--- src/hdl/cbe_pkg.sv ---
`timescale 1ns / 1ps

package cbe_pkg;

   localparam int FRAC_BITS = 16;
   localparam int T_W       = FRAC_BITS + 1;
   localparam int P_W       = 32;
   localparam int V_W       = 40;
   localparam int SEL_W     = 2;
   localparam int STEPS     = 3;
   localparam int PROD_W    = V_W + T_W + 1;
   localparam int REQ_W     = ((T_W + 4 * P_W + 7) / 8) * 8;
   localparam int RSP_W     = ((V_W + 7) / 8) * 8;

   localparam logic [T_W-1:0] T_ONE = T_W'(1) << FRAC_BITS;

   localparam logic [SEL_W-1:0] SEL_POS = 2'd0;
   localparam logic [SEL_W-1:0] SEL_D1  = 2'd1;
   localparam logic [SEL_W-1:0] SEL_D2  = 2'd2;

   // One item on its way through the Horner steps. Lane 0 of addend and
   // mul_en belongs to the next step; each step shifts both down by one lane.
   typedef struct packed {
      logic signed [V_W-1:0]       acc;
      logic [T_W-1:0]              t;
      logic [STEPS-1:0][V_W-1:0]   addend;
      logic [STEPS-1:0]            mul_en;
   } beat_type;

endpackage

--- src/hdl/cbe_step.sv ---
`timescale 1ns / 1ps

module cbe_step (
   input  logic                clock,
   input  logic                reset,
   input  logic                in_valid,
   output logic                in_ready,
   input  cbe_pkg::beat_type   in_beat,
   output logic                out_valid,
   input  logic                out_ready,
   output cbe_pkg::beat_type   out_beat
);
   import cbe_pkg::*;

   localparam logic signed [PROD_W-1:0] ROUND_HALF = PROD_W'(1) << (FRAC_BITS - 1);

   logic                     mul_valid_ff;
   beat_type                 mul_beat_ff;
   logic signed [PROD_W-1:0] prod_in, prod_ff;
   logic                     mul_ready;
   logic                     add_valid_ff;
   beat_type                 add_beat_in, add_beat_ff;
   logic                     add_ready;
   logic signed [PROD_W-1:0] prod_rnd;
   logic signed [V_W-1:0]    acc_sum;

   assign add_ready = !add_valid_ff || out_ready;
   assign mul_ready = !mul_valid_ff || add_ready;
   assign in_ready  = mul_ready;

   assign prod_in = $signed(in_beat.acc) * $signed({1'b0, in_beat.t});

   always_ff @(posedge clock) begin
      if (reset) begin
         mul_valid_ff <= 1'b0;
      end else if (mul_ready) begin
         mul_valid_ff <= in_valid;
      end
   end

   always_ff @(posedge clock) begin
      if (mul_ready && in_valid) begin
         mul_beat_ff <= in_beat;
         prod_ff     <= prod_in;
      end
   end

   // Round half up, then drop the fraction bits of t.
   assign prod_rnd = (prod_ff + ROUND_HALF) >>> FRAC_BITS;
   assign acc_sum  = prod_rnd[V_W-1:0] + $signed(mul_beat_ff.addend[0]);

   always_comb begin
      add_beat_in        = mul_beat_ff;
      add_beat_in.acc    = mul_beat_ff.mul_en[0] ? acc_sum : mul_beat_ff.acc;
      add_beat_in.addend = {V_W'(0), mul_beat_ff.addend[STEPS-1:1]};
      add_beat_in.mul_en = {1'b0, mul_beat_ff.mul_en[STEPS-1:1]};
   end

   always_ff @(posedge clock) begin
      if (reset) begin
         add_valid_ff <= 1'b0;
      end else if (add_ready) begin
         add_valid_ff <= mul_valid_ff;
      end
   end

   always_ff @(posedge clock) begin
      if (add_ready && mul_valid_ff) begin
         add_beat_ff <= add_beat_in;
      end
   end

   assign out_valid = add_valid_ff;
   assign out_beat  = add_beat_ff;

`ifndef SYNTHESIS
   a_mul_hold: assert property (@(posedge clock) disable iff (reset)
      mul_valid_ff && !add_ready |=> mul_valid_ff && $stable(prod_ff))
      else $error("product stage lost or changed a stalled beat");
`endif

endmodule

--- config.mk ---
export PLATFORM = sky130hd
export DESIGN_NAME = cbe_step
export DESIGN_NICKNAME = d
export VERILOG_FILES = /design/src/hdl/cbe_pkg.sv /design/src/hdl/cbe_step.sv
export SDC_FILE = /design/constraint.sdc
export NUM_CORES = 2
export LEC_CHECK = 0
export ABC_AREA = 1
export BUFFER_PORTS_ARGS = -buffer_cell sky130_fd_sc_hd__buf_4
export CAP_MARGIN = 20
export CORE_UTILIZATION = 55
export CTS_BUF_LIST = sky130_fd_sc_hd__clkbuf_8
export DETAILED_ROUTE_END_ITERATION = 16
export PLACE_DENSITY_LB_ADDON = 0.12
export SYNTH_ARGS = -nofsm -noshare
export SYNTH_HDL_FRONTEND = slang
export SYNTH_SLANG_ARGS = --single-unit
export TNS_END_PERCENT = 10
--- constraint.sdc ---
create_clock -name clock -period 16.2 [get_ports clock]
set_input_delay 3.24 -clock clock [delete_from_list [all_inputs] [get_ports clock]]
set_output_delay 3.24 -clock clock [all_outputs]
set_load 0.1 [all_outputs]
==> insert_results.sql <==
INSERT INTO impl_metrics (metric_group, metric, value, unit) VALUES
('yosys', 'synth-edff-count', '360', ''),
('clocking', 'quantity_of_hold_fixing_buffers_added_after_cts', '0', ''),
('yosys', 'netlist_area', '39900', 'um2'),
('timing', 'clock.fmax', '114', 'MHz'),
('global_routing', 'grt-ovfl-total', '0', ''),
('finish', 'design.final.nets', '5809', ''),
('timing', 'layout_worst_path_cycle_share', '54.3', '%'),
('timing', 'total_of_endpoints_with_negative_setup_slack_in_the_final_report', '0', ''),
('floorplan', 'ioPinCount', '366', ''),
('yosys', 'synth_cell_type_count', '43', ''),
('place', 'dp_hpwl', '89.5', 'mm'),
('clocking', 'clk_pin_slew', '60', 'ps'),
('clocking', 'tritoncts_num_sinks', '362', ''),
('floorplan', 'floorplan.initialDensity', '55.7', '%'),
('global_routing', 'grt_first_pass_wirelength', '176', 'mm'),
('route', 'detailedRoute.firstPassIterationCount', '6', ''),
('timing', 'layout_min_cycle_time', '8800', 'ps'),
('worst_setup_path', 'worst_setup_path_end_kind', 'flip-flop', ''),
('global_routing', 'antenna_violations_before_repair', '3', ''),
('route', 'drt-vias-per-instance', '5.19', ''),
('yosys', 'async_flop_share', '0', '%'),
('timing', 'finalSetupTns', '0', 'ps'),
('clocking', 'post_cts_resized', '0', ''),
('floorplan', 'dieHeight', '271', 'um'),
('clocking', 'worst_skew_pair.late_latency', '690', 'ps'),
('route', 'drc', '0', ''),
('place', 'pre_cts_ws', '6870', 'ps'),
('timing', 'skew', '45.3', 'ps'),
('yosys', 'synth_cells', '4598', ''),
('finish', 'multi_input_gate_area', '23700', 'um2'),
('timing', 'postLayoutSetupSlackWorst', '7400', 'ps'),
('finish', 'filler_cell_count', '6471', ''),
('worst_setup_path', 'critPathRequiredTime', '16600', 'ps'),
('route', 'ant_nets', '0', ''),
('clocking', 'number_of_buffers_created_by_cts', '59', ''),
('run', 'max_cap_violations', '0', ''),
('global_routing', 'number_of_global_route_vias_before_repair', '31200', ''),
('clocking', 'htree_levels', '2', ''),
('clocking', 'clock-root-buffer', 'clkbuf_8', ''),
('worst_setup_path', 'critical_path.reg2reg.startpoint', 'prod_ff[15]$_DFFE_PP_', ''),
('yosys', 'ys.flop_type', 'edfxtp_1', ''),
('worst_setup_path', 'critPathKind', 'in2reg', ''),
('yosys', 'synth.most_common_cell', 'nand2_1', ''),
('worst_setup_path', 'critical_path_arrival', '9210', 'ps'),
('timing', 'grt_setup_unrepaired', 'no', ''),
('worst_hold_path', 'min_from', 'add_beat_in[48]$_DFFE_PP_', ''),
('yosys', 'ys_seq_area_share', '27.2', '%'),
('clocking', 'cts_tree', 'built', ''),
('route', 'drt_iter0_markers', '2326', ''),
('route', 'detailroute.via_count', '30200', ''),
('yosys', 'synth_top_cells_by_area', 'fa_1 (32%), edfxtp_1 (27%), nand2_1 (12%), inv_1 (11%), ha_1 (5.2%)', ''),
('worst_setup_path', 'cp_launch_type', 'input port', ''),
('finish', 'areaGrowthSynthToFinish', '10.2', '%'),
('floorplan', 'placementRows', '98', ''),
('finish', 'drive_gt1_share', '8.77', '%'),
('floorplan', 'fp.dieArea', '73500', 'um2'),
('place', 'port_buffers', '324', ''),
('finish', 'utilization', '61.3', '%'),
('yosys', 'synthesis.area_per_instance', '8.67', 'um2'),
('floorplan', 'core-area', '71600', 'um2'),
('route', 'wl_per_cell', '19.2', 'um'),
('yosys', 'synthDominantAreaCellType', 'fa_1', ''),
('yosys', 'total_of_warnings_raised_by_yosys', '0', ''),
('yosys', 'yosys-top-cells-count', 'nand2_1 (1269), inv_1 (1212), fa_1 (628), edfxtp_1 (360), nor2_1 (238)', ''),
('run_status', 'run_status', 'finished clean', ''),
('route', 'drt_wl_total', '112', 'mm'),
('floorplan', 'fp.dieW', '271', 'um'),
('finish', 'ff_latch_area', '10900', 'um2'),
('timing', 'report.final.slew_viol_count', '0', ''),
('worst_setup_path', 'cp-startpoint', 'in_beat[126]', ''),
('yosys', 'yosys.area.top_type_share', '31.5', '%'),
('worst_setup_path', 'timing.critical_path.fanout_max', '41', ''),
('timing', 'worst_slew_pin_slew', '980', 'ps'),
('clocking', 'post_cts_buffers', '0', ''),
('place', 'routabilityCongestion', '0.996', ''),
('timing', 'timing.slew.headroom', '34.7', '%'),
('global_routing', 'grt_max_degree', '97', ''),
('worst_hold_path', 'min_path_type', 'reg2reg', ''),
('clocking', 'cts-root-to-sink-buffers', '3', ''),
('yosys', 'yosys_register_bits', '362', ''),
('global_routing', 'groute.usage.overall', '31.3', '%'),
('timing', 'final-hold-violation-count', '0', '');
[cell type report]
class                           instances  area share, %
Timing Repair Buffer                  330           5.64
Sequential cell                       362           24.7
Inverter                             1214           10.4
Clock buffer                           59           1.85
Multi-Input combinational cell       2864           54.0
Clock inverter                         41          0.690
Antenna cell                            2         0.0114
Tap cell                              950           2.71
[worst paths after layout]
check,slack [ps],to,cells after the start
min,400,out_beat[48]$_DFFE_PP_,0
max,7400,prod_ff[38]$_DFFE_PP_,19
max reg2reg,12340,out_beat[176]$_DFFE_PP_,18
min reg2reg,400,out_beat[48]$_DFFE_PP_,0
[worst max-delay path: stages]
cell and delay (ps):
buf_4 460, nand2_1 160, fa_1 530, fa_1 540, fa_1 550, inv_1 60, fa_1 490, fa_1 490
inv_1 50, fa_1 520, inv_1 60, ha_1 410, nand2_1 180, nor2_1 260, inv_1 90, o21ai_0 370
nor2_1 100, nand3_1 200, xor2_1 420
[logic make-up (layout without fill, tap and decap cells)]
family,Yosys count,after routing,share of synthesized area [%]
buf+inv,1412,1644,13.7
compound gates,219,219,3.02
other cells,1,43,0.00941
fa+ha+maj,794,794,36.8
xor+xnor,84,84,1.85
simple gates,1726,1726,17.5
flops,362,362,27.2
[sequential cells by signal, summed over array words and instances, names as in the netlist]
name          cells
prod_ff          41
mul_valid_ff      1
out_valid         1
out_beat        139
add_beat_in      99
mul_beat_ff      81
[metrics by stage]
step | std cells | area, um2 | hold slack, ps
final | 5822 | 43900 | 399
after floorplan | 4638 | 40000 | 400
after detailed placement | 5720 | 42800 | 405
after global placement | 5720 | 42800 | 400
after CTS | 5820 | 43900 | 414
after global routing | 5822 | 43900 | 414
[per-layer routing]
metal / GRT usage [%] / vias up / wire (um)
li1: - / 13900 / -
met1: 42.6 / 15000 / 46400
met2: 53.0 / 1162 / 54100
met3: 3.87 / 182 / 8000
met4: 9.21 / 0 / 3220
met5: 0 / - / 0
[cell usage in the layout (no fill, tap or decap), types with 11 or more instances in the layout]
cell type  count
a21oi_1      109
buf_4        330
clkbuf_8      59
clkinv_1      11
conb_1        41
edfxtp_1     360
fa_1         628
ha_1         166
inv_1       1231
nand2_1     1269
nand3_1      117
nand3b_1      13
nand4_1       33
nor2_1       238
nor3_1        18
o21ai_0       62
o21bai_1      23
xnor2_1       30
xor2_1        54
Power is left out: the tool's default activity adds up to more than one toggle a clock period on the data nets, which glitch-free logic cannot reach.
