**src/hdl/cbe_pkg.sv**
```systemverilog
`timescale 1ns / 1ps

package cbe_pkg;

   localparam int FRAC_BITS = 16;
   localparam int T_W       = FRAC_BITS + 1;
   localparam int P_W       = 32;
   localparam int V_W       = 40;
   localparam int SEL_W     = 2;
   localparam int STEPS     = 3;
   localparam int PROD_W    = V_W + T_W + 1;
   localparam int REQ_W     = ((T_W + 4 * P_W + 7) / 8) * 8;
   localparam int RSP_W     = ((V_W + 7) / 8) * 8;

   localparam logic [T_W-1:0] T_ONE = T_W'(1) << FRAC_BITS;

   localparam logic [SEL_W-1:0] SEL_POS = 2'd0;
   localparam logic [SEL_W-1:0] SEL_D1  = 2'd1;
   localparam logic [SEL_W-1:0] SEL_D2  = 2'd2;

   // One item on its way through the Horner steps. Lane 0 of addend and
   // mul_en belongs to the next step; each step shifts both down by one lane.
   typedef struct packed {
      logic signed [V_W-1:0]       acc;
      logic [T_W-1:0]              t;
      logic [STEPS-1:0][V_W-1:0]   addend;
      logic [STEPS-1:0]            mul_en;
   } beat_type;

endpackage

```
**src/hdl/cbe_coef.sv**
```systemverilog
`timescale 1ns / 1ps

module cbe_coef (
   input  logic                        clock,
   input  logic                        reset,
   input  logic                        in_valid,
   output logic                        in_ready,
   input  logic [cbe_pkg::SEL_W-1:0]   sel,
   input  logic [cbe_pkg::T_W-1:0]     param_t,
   input  logic [cbe_pkg::P_W-1:0]     p0,
   input  logic [cbe_pkg::P_W-1:0]     p1,
   input  logic [cbe_pkg::P_W-1:0]     p2,
   input  logic [cbe_pkg::P_W-1:0]     p3,
   output logic                        out_valid,
   input  logic                        out_ready,
   output cbe_pkg::beat_type           out_beat
);
   import cbe_pkg::*;

   logic signed [V_W-1:0] p0_x, p1_x, p2_x, p3_x;
   logic signed [V_W-1:0] coef_a, coef_b, coef_c, sum_b, diff_c;
   logic signed [V_W-1:0] coef_a3, coef_a6, coef_b2;
   logic [T_W-1:0]        t_sat;
   beat_type              beat_in;
   beat_type              beat_ff;
   logic                  valid_ff;

   assign p0_x = {{(V_W-P_W){p0[P_W-1]}}, p0};
   assign p1_x = {{(V_W-P_W){p1[P_W-1]}}, p1};
   assign p2_x = {{(V_W-P_W){p2[P_W-1]}}, p2};
   assign p3_x = {{(V_W-P_W){p3[P_W-1]}}, p3};

   assign coef_a  = p3_x - (p2_x <<< 1) - p2_x + (p1_x <<< 1) + p1_x - p0_x;
   assign sum_b   = p0_x - (p1_x <<< 1) + p2_x;
   assign coef_b  = (sum_b <<< 1) + sum_b;
   assign diff_c  = p1_x - p0_x;
   assign coef_c  = (diff_c <<< 1) + diff_c;
   assign coef_a3 = (coef_a <<< 1) + coef_a;
   assign coef_a6 = coef_a3 <<< 1;
   assign coef_b2 = coef_b <<< 1;

   // A parameter beyond one is held at one.
   assign t_sat = (param_t > T_ONE) ? T_ONE : param_t;

   // The derivatives use fewer Horner steps; their leading steps pass through.
   always_comb begin
      beat_in.t      = t_sat;
      beat_in.acc    = '0;
      beat_in.addend = '0;
      beat_in.mul_en = '0;
      unique case (sel)
         SEL_POS: begin
            beat_in.acc       = coef_a;
            beat_in.addend[0] = coef_b;
            beat_in.addend[1] = coef_c;
            beat_in.addend[2] = p0_x;
            beat_in.mul_en    = 3'b111;
         end
         SEL_D1: begin
            beat_in.acc       = coef_a3;
            beat_in.addend[1] = coef_b2;
            beat_in.addend[2] = coef_c;
            beat_in.mul_en    = 3'b110;
         end
         SEL_D2: begin
            beat_in.acc       = coef_a6;
            beat_in.addend[2] = coef_b2;
            beat_in.mul_en    = 3'b100;
         end
         default: begin
            beat_in.acc = '0;
         end
      endcase
   end

   assign in_ready = !valid_ff || out_ready;

   always_ff @(posedge clock) begin
      if (reset) begin
         valid_ff <= 1'b0;
      end else if (in_ready) begin
         valid_ff <= in_valid;
      end
   end

   always_ff @(posedge clock) begin
      if (in_ready && in_valid) begin
         beat_ff <= beat_in;
      end
   end

   assign out_valid = valid_ff;
   assign out_beat  = beat_ff;

endmodule

```
**config.mk**
```make
export PLATFORM = sky130hd
export DESIGN_NAME = cbe_coef
export DESIGN_NICKNAME = d
export VERILOG_FILES = /design/src/hdl/cbe_pkg.sv /design/src/hdl/cbe_coef.sv
export SDC_FILE = /design/constraint.sdc
export NUM_CORES = 1
export LEC_CHECK = 0
export ABC_AREA = 1
export BUFFER_PORTS_ARGS = -buffer_cell sky130_fd_sc_hd__buf_2
export CORE_MARGIN = 1.5
export CORE_UTILIZATION = 40
export DETAILED_ROUTE_END_ITERATION = 6
export GPL_TIMING_DRIVEN = 1
export PLACE_DENSITY = 0.61
export SYNTH_ARGS = -nofsm -noshare
export SYNTH_HDL_FRONTEND = slang
export SYNTH_SLANG_ARGS = --single-unit
```
**constraint.sdc**
```tcl
create_clock -name clock -period 8.8 [get_ports clock]
set_input_delay 0.44 -clock clock [delete_from_list [all_inputs] [get_ports clock]]
set_output_delay 0.44 -clock clock [all_outputs]
set_load 0.005 [all_outputs]
```
==> results.md, run 1 <==
- The number of H-tree branching levels is 4.
- The max-slew violation count came to 0.
- The count of cells resized by post-cts repair is 0.
- The count of unresolved DRC violations after routing is 0.
- The fraction of layout cells with a size suffix above 1 is a little over an eighth.
- After routing, the total negative slack on setup checks comes to 0 ns.
- The slew at the pin closest to its max-slew limit is around 1.0 ns.
- No sink is reached through more buffers than the 2 on the longest clock path.
- The warning count from the yosys run is 0.
- The number of port buffers is 332.
- By startpoint and endpoint, the worst setup path is classified as input port to flop.
- The number of enable flip-flop cells after synthesis is 173.
- The synthesis-to-finish area growth is 13.50%.
- The die outline area is approximately 58000 µm².
- The via count is slightly above 20000.
- The height of the die is roughly 240 µm.
- The critical path startpoint category is an input port.
- The core region is approximately 55000 µm².
- The wire length per cell after detailed routing is ~18 µm.
- The tightest min-delay check is of the input port to flop type.
- Global routing consumed, over all layers together, 25.02% of the routing resources.
- The endpoint kind of the worst setup timing path is a flop.
- The normalized max-slew margin is 31.55%.
- The CTS clock-pin slew for the worst setup and hold paths is 0.07 ns.
- Setup violations remaining at the end of the flow were counted as 0.
- Data on the critical path arrives at its endpoint at 6.56 ns.
- The post-CTS setup buffer count is 0.
- The fraction of registers with async set/reset is 0%.
- Among all flip-flop cells after synthesis, the most frequent one is sky130_fd_sc_hd__edfxtp_1.
- Entering global routing, the biggest net connects between 150 and 200 pins.
- Summing all multi-input logic gate instances after layout gives 14840 µm².
- The tool flagged a number of max-cap violations equal to 0.
- The peak fanout along the critical path is 5.
- The run finished with clean final reports.
- The clock tree from TritonCTS is built.
- The maximum achievable frequency is roughly 160 MHz.
- Routability-driven placement finished with a final weighted congestion of about 0.94.
- The number of global-route vias before repair came to slightly below 20000.
- The final layout contains 3732 nets.
- The die is approximately 240 µm wide.
- Counting flops and latches in the post-synthesis netlist gives between 150 and 200.
- The tree built by TritonCTS fans out to ~170 sinks.
- Dividing the detail-routed via count by the number of cells gives 5.099.
- Once detail routing completed, the nets flagged for antenna violations numbered 0.
- In this run the clock root is driven by a sky130_fd_sc_hd__clkbuf_16.
- The first global-routing pass estimated between 100 and 150 mm of wire.
- The synthesized netlist cell count is about 2900.
- The number of rows in the core area is 86.
- The worst endpoint required time is roughly 9.0 ns.
- In this run, CTS created clock tree buffers numbering 17.
- After filler insertion, the fill cell instance count of the layout stands at ~5700.
- The most common library cell in the layout ignoring fill and taps is sky130_fd_sc_hd__inv_1.
- The detailed-routing iteration count for the pre-antenna-repair pass is 5.
- The post-synth net total is between 3000 and 4000.
- The remaining global-route overflow is 0.
- The violation count after the first detailed-routing iteration is around 1500.
- The hold-fix buffer count after cts is 0.
- For the final database, setup skew stands at around 0.011 ns.
- The wire length reported by the detailed router is 70.96 mm.
- The number of failing hold endpoints at the final stage is 0.
- The final critical path takes up between 70% and 80% of the cycle.
- Once the floorplan was initialized, standard cells occupied between 40 and 50% of the core.
- Setup repair after global routing left no endpoint under its margin.
- The mean instance size in the synthesized netlist is between 7 and 8 µm².
- The post-synthesis cell type count is 60.
- The HPWL reported at the end of detailed placement is approximately 60 mm.
- The top cell types in the final layout, fill and taps aside, are 600 x sky130_fd_sc_hd__inv_1, 525 x sky130_fd_sc_hd__nand2_1, 332 x sky130_fd_sc_hd__buf_2.
- The register area is 5215 µm².
- Pin placement for this block handled ~330 I/O pins.
- The initial antenna violation count is 8.
- The worst-skew pair later-pin latency is around 0.5 ns.
- Summing the sequential cell areas from Yosys gives 23.17% of the chip area.
- The netlist area before placement is 22510 µm².
- After layout, the minimum clock period comes to between 6 and 7 ns.
state kept, by name, summed over array words and instances, names as in the netlist:
signal,count
out_beat,173
out_valid,1
final cells by class:
type	count	area share, %
diodes	5	0.04897
multi-input cells	2065	58.08
inverters	606	8.903
repair buffers	342	6.847
clock buffers	18	1.680
flip-flops and latches	174	20.41
clock inverters	13	0.3624
well taps	748	3.663
kinds of logic after synthesis:
logic type	after synthesis	synth area share, %
AND/OR/NAND/NOR	988	18.68
AO/OA/AOI/OAI	533	14.14
XOR/XNOR	169	6.609
buffers and inverters	651	11.06
adder cells (fa/ha/maj)	375	26.35
flip-flops	174	23.17
final timing paths:
| kind | start | end | slack, ns | cells past startpoint |
|---|---|---|---|---|
| worst max register to register | out_valid$_SDFFE_PP0N_ | out_beat[66]$_DFFE_PP_ | 6.70 | 2 |
| worst min-delay path | reset | out_valid$_SDFFE_PP0N_ | 0.1 | 2 |
| worst min register to register | out_valid$_SDFFE_PP0N_ | out_valid$_SDFFE_PP0N_ | 0.53 | 2 |
| worst max-delay path | p0[2] | out_beat[171]$_DFFE_PP_ | 2.47 | 23 |
critical path, cell delays in order:
cell	delay, ns
sky130_fd_sc_hd__buf_2	0.10
sky130_fd_sc_hd__inv_1	0.19
sky130_fd_sc_hd__fa_1	0.47
sky130_fd_sc_hd__fa_1	0.56
sky130_fd_sc_hd__inv_1	0.06
sky130_fd_sc_hd__fa_1	0.52
sky130_fd_sc_hd__fa_1	0.54
sky130_fd_sc_hd__inv_1	0.20
sky130_fd_sc_hd__nand2_1	0.07
sky130_fd_sc_hd__o21ai_1	0.43
sky130_fd_sc_hd__a21oi_1	0.20
sky130_fd_sc_hd__o31ai_1	0.42
sky130_fd_sc_hd__xor2_1	0.33
sky130_fd_sc_hd__ha_1	0.35
sky130_fd_sc_hd__a21oi_1	0.21
sky130_fd_sc_hd__o21a_1	0.14
sky130_fd_sc_hd__a21boi_0	0.43
sky130_fd_sc_hd__o21ai_0	0.26
sky130_fd_sc_hd__nand3_2	0.13
sky130_fd_sc_hd__nand2_2	0.08
sky130_fd_sc_hd__xnor2_1	0.19
sky130_fd_sc_hd__or2_1	0.13
sky130_fd_sc_hd__nand3_1	0.10
per-layer routing:
layer,track usage (%),part of all wire [%],vias to the layer above
met5,0,0.073,-
met4,6.651,1.8,10
met3,4.524,6.6,63
met2,39.46,44,599
met1,35.16,47,9471
li1,-,-,10110
per-stage QoR:
step	utilization [%]	cells	hold WS, ns	instance area (µm²)	setup slack [ns]
2_1_floorplan	-	2890	0.5091	22510	2.813
6_report	46.19	3971	0.09881	25550	2.467
3_3_place_gp	45.23	3935	0.5215	25010	2.007
3_5_place_dp	45.23	3935	0.5180	25010	1.967
5_1_grt	46.17	3966	0.08889	25540	1.944
4_1_cts	46.17	3966	0.06057	25540	2.478
synthesized netlist by cell type, drive strengths merged, types with 2 or more instances:
cell | count | area share [%]
a211oi | 8 | 0.27
a21boi | 20 | 0.70
a21o | 11 | 0.37
a21oi | 230 | 5.2
a221oi | 4 | 0.16
a31oi | 34 | 1.0
and2 | 4 | 0.12
buf | 13 | 0.41
clkbuf | 32 | 0.55
edfxtp | 173 | 23
fa | 165 | 15
ha | 210 | 12
inv | 605 | 10
nand2 | 550 | 9.5
nand3 | 124 | 2.9
nand3b | 11 | 0.37
nand4 | 33 | 0.92
nor2 | 229 | 4.0
nor3 | 20 | 0.44
nor4 | 6 | 0.17
o211ai | 14 | 0.47
o21a | 13 | 0.43
o21ai | 134 | 3.1
o21bai | 9 | 0.30
o221ai | 39 | 1.5
o22ai | 4 | 0.11
o311ai | 2 | 0.078
o31ai | 8 | 0.29
or2 | 7 | 0.19
xnor2 | 67 | 2.6
xor2 | 102 | 4.0
Power of run 1 is not shown: default switching activity piles up to over one toggle a cycle in this logic, so the estimate is an artifact.
==> run 2: changes to the inputs <==
PLACE_DENSITY = 0.58   (was 0.61)
clock period = 6.33 ns   (was 8.8 ns; I/O delays follow)
==> results.md, run 2 (synthesized netlist as in run 1, its figures left out) <==
- The flow ran to the end, and the final reports show no timing, DRC or antenna violations.
- The worst endpoint required time was 6.55 ns (-2.47 ns).
- The CTS clock-pin slew for the worst setup and hold paths came to 0.07 ns (about the same).
- The number of port buffers is 332 (unchanged).
- The register-to-register path setup slack is 4.48 ns (-2.22 ns).
- The count of nets left with antenna violations after detail routing was 0 (unchanged).
- The die outline area is 57710 µm² (unchanged).
- The total stage count of the critical path is 26 (+13%).
- The remaining global-route overflow is 0 (unchanged).
- The worst setup path is captured at a flop.
- The synthesis-to-finish area growth is 15.53%.
- The critical path capture point is out_beat[175]$_DFFE_PP_.
- In this design, the largest share of critical-path delay is due to adder cells.
- The boundary pin count is 333 (unchanged).
- The post-CTS setup buffer count is 0 (unchanged).
- The final worst clock skew was 0.008074 ns (-0.003143 ns).
- The count of final setup violators was 0 (unchanged).
- The slew at the pin closest to its max-slew limit is 1.162 ns (+0.1378 ns).
- The worst slack at placement is -0.1416 ns (-2.108 ns).
- The violation count after the first detailed-routing iteration is 1555 (+5.1%).
- The detailed-routing iteration count for the pre-antenna-repair pass was 5 (unchanged).
- The clock tree from TritonCTS is built.
- The placer congestion estimate was 0.9905 (+5.1%).
- Setup repair after global routing left no endpoint under its margin.
- The deepest clock path buffer count came to 2 (unchanged).
- The share of the core filled with cells in the final layout came to 47.02% (+0.83 points).
- The max capacitance violation total is 0 (unchanged).
- The number of failing hold endpoints at the final stage was 0 (unchanged).
- For this design, the slowest cell found on the critical path is sky130_fd_sc_hd__fa_1.
- The slack of the critical path is 0.3679 ns (-2.099 ns).
- The library cell used most frequently in the layout, excluding fill and tap cells, is sky130_fd_sc_hd__inv_1.
- The type of the setup path with the least slack is input port to flop.
- The aggregate global-route resource usage was 27.11% (+2.1 points).
- The number of sinks handled by clock tree synthesis is 174 (unchanged).
- The normalized max-slew margin is 22.51% (-9.0 points).
- The number of buffers added by the clock tree synthesis step came to 17 (unchanged).
- The number of cells on the worst reg-to-reg path came to 2 (unchanged).
- The data arrival at the endpoint of the critical path is 6.18 ns (-0.38 ns).
- The die width is 240.2 µm (unchanged).
- The endpoint identified for the worst register-to-register timing path is out_beat[172]$_DFFE_PP_.
- The count of unresolved DRC violations after routing is 0 (unchanged).
- The final critical-path share of the clock period is between 90% and 100%.
- The number of global-route vias before repair is 20740 (+6.3%).
- The via count came to 20920 (+3.3%).
- The wire length per cell after detailed routing is 19.11 µm (+7.0%).
- The standard cell core area is 55310 µm² (unchanged).
- The number of rows in the core area is 86 (unchanged).
- The total number of nets in the final design is 3780 (+1.3%).
- The largest net degree at the start of global routing is 174 (+11%).
- The cell at the root of the clock tree is sky130_fd_sc_hd__clkbuf_16.
- The via density per instance was 5.207 (+2.1%).
- The flip-flop count of the largest register after layout came to 173 (unchanged).
- The first-pass GRT wire length is 118.3 mm (+8.0%).
- The wire length reported by the detailed router came to 76.78 mm (+8.2%).
- In the layout the commonest cells are 601 x sky130_fd_sc_hd__inv_1, 525 x sky130_fd_sc_hd__nand2_1, 332 x sky130_fd_sc_hd__buf_2.
- The routed design could run at a clock period as short as approximately 6.0 ns.
- The setup total negative slack is 0 ns (unchanged).
- In this run the worst setup path begins at p0[2].
- The initial antenna violation count is 2 (-6).
- The effective utilization at floorplan is 40.70% (unchanged).
- The max-slew violation count came to 0 (unchanged).
- Derived from the worst setup path, the maximum achievable clock frequency is roughly 170 MHz.
- The worst setup path is launched from an input port.
- The peak fanout along the critical path is 5 (unchanged).
- The startpoint of the lowest-slack register-to-register path is out_valid$_SDFFE_PP0N_.
- The peak per-stage delay on the critical path is 0.55 ns (about the same).
- The fraction of layout cells with a size suffix above 1 is 15.00% (+1.3 points).
- The worst hold path belongs to the class input port to flop.
- The worst-skew pair later-pin latency is 0.48 ns (-0.02 ns).
- The HPWL reported at the end of detailed placement came to 65.12 mm (+9.5%).
- The number of H-tree branching levels is 4 (unchanged).
- The buffer and inverter count on the worst path came to 6 (+2).
- The height of the die is 240.2 µm (unchanged).
-- run 2: cell types whose count changed in the layout (fill, tap and decap cells not counted), sizes merged --
cell / change
clkinv: -3
clkinvlp: -2
bufinv: +3
inv: +3
buf: +46
diode: -3
dlygate4sd3: +2
-- run 2: layer usage --
layer  part of all wire [%]  vias up  GRT usage [%]
li1                       -    10180              -
met1                     45    10010          37.21
met2                     46      661          43.74
met3                    6.3       73          4.110
met4                    2.7        0          8.672
met5                      0        -              0
-- run 2: worst register-to-register path, stage by stage (launching register included) --
cell	delay, ns
sky130_fd_sc_hd__dfxtp_1	0.35
sky130_fd_sc_hd__a21oi_4	0.17
sky130_fd_sc_hd__buf_12	0.58
-- run 2: worst min-delay path by stage --
stage / cells after the start / from / endpoint
4_1_cts: 3 / param_t[3] / out_beat[126]$_SDFFCE_PN0P_
5_1_grt: 4 / out_ready / out_valid$_SDFFE_PP0N_
3_5_place_dp: 2 / reset / out_valid$_SDFFE_PP0N_
3_3_place_gp: 2 / reset / out_valid$_SDFFE_PP0N_
6_report: 3 / param_t[3] / out_beat[126]$_SDFFCE_PN0P_
2_1_floorplan: 1 / reset / out_valid$_SDFFE_PP0N_
-- run 2: layout make-up --
cell class                      instances  area, µm²
Inverter                              606       2275
Multi-Input combinational cell       2065      14840
Fill cell                            5683      29300
Clock inverter                         14      180.2
Tap cell                              748      935.9
Clock buffer                           18      429.2
Timing Repair Buffer                  390       2127
Sequential cell                       174       5215
Antenna cell                            2      5.005
-- run 2: stage by stage --
stage / cells / hold slack [ns] / area (µm²)
after global placement: 3981 / 0.4724 / 25370
after detailed placement: 3981 / 0.4785 / 25370
after CTS: 4015 / 0.09036 / 26000
after floorplan: 2890 / 0.3856 / 22510
after global routing: 4015 / 0.1214 / 26000
final: 4017 / 0.1265 / 26010
-- run 2: repair_timing --
action                     in CTS  in global routing
setup endpoints to repair       0                  1
hold endpoints to repair        2                  0
hold buffers                    2                  0
gates resized for setup         0                  1
Power of run 2 is left out for the same reason.
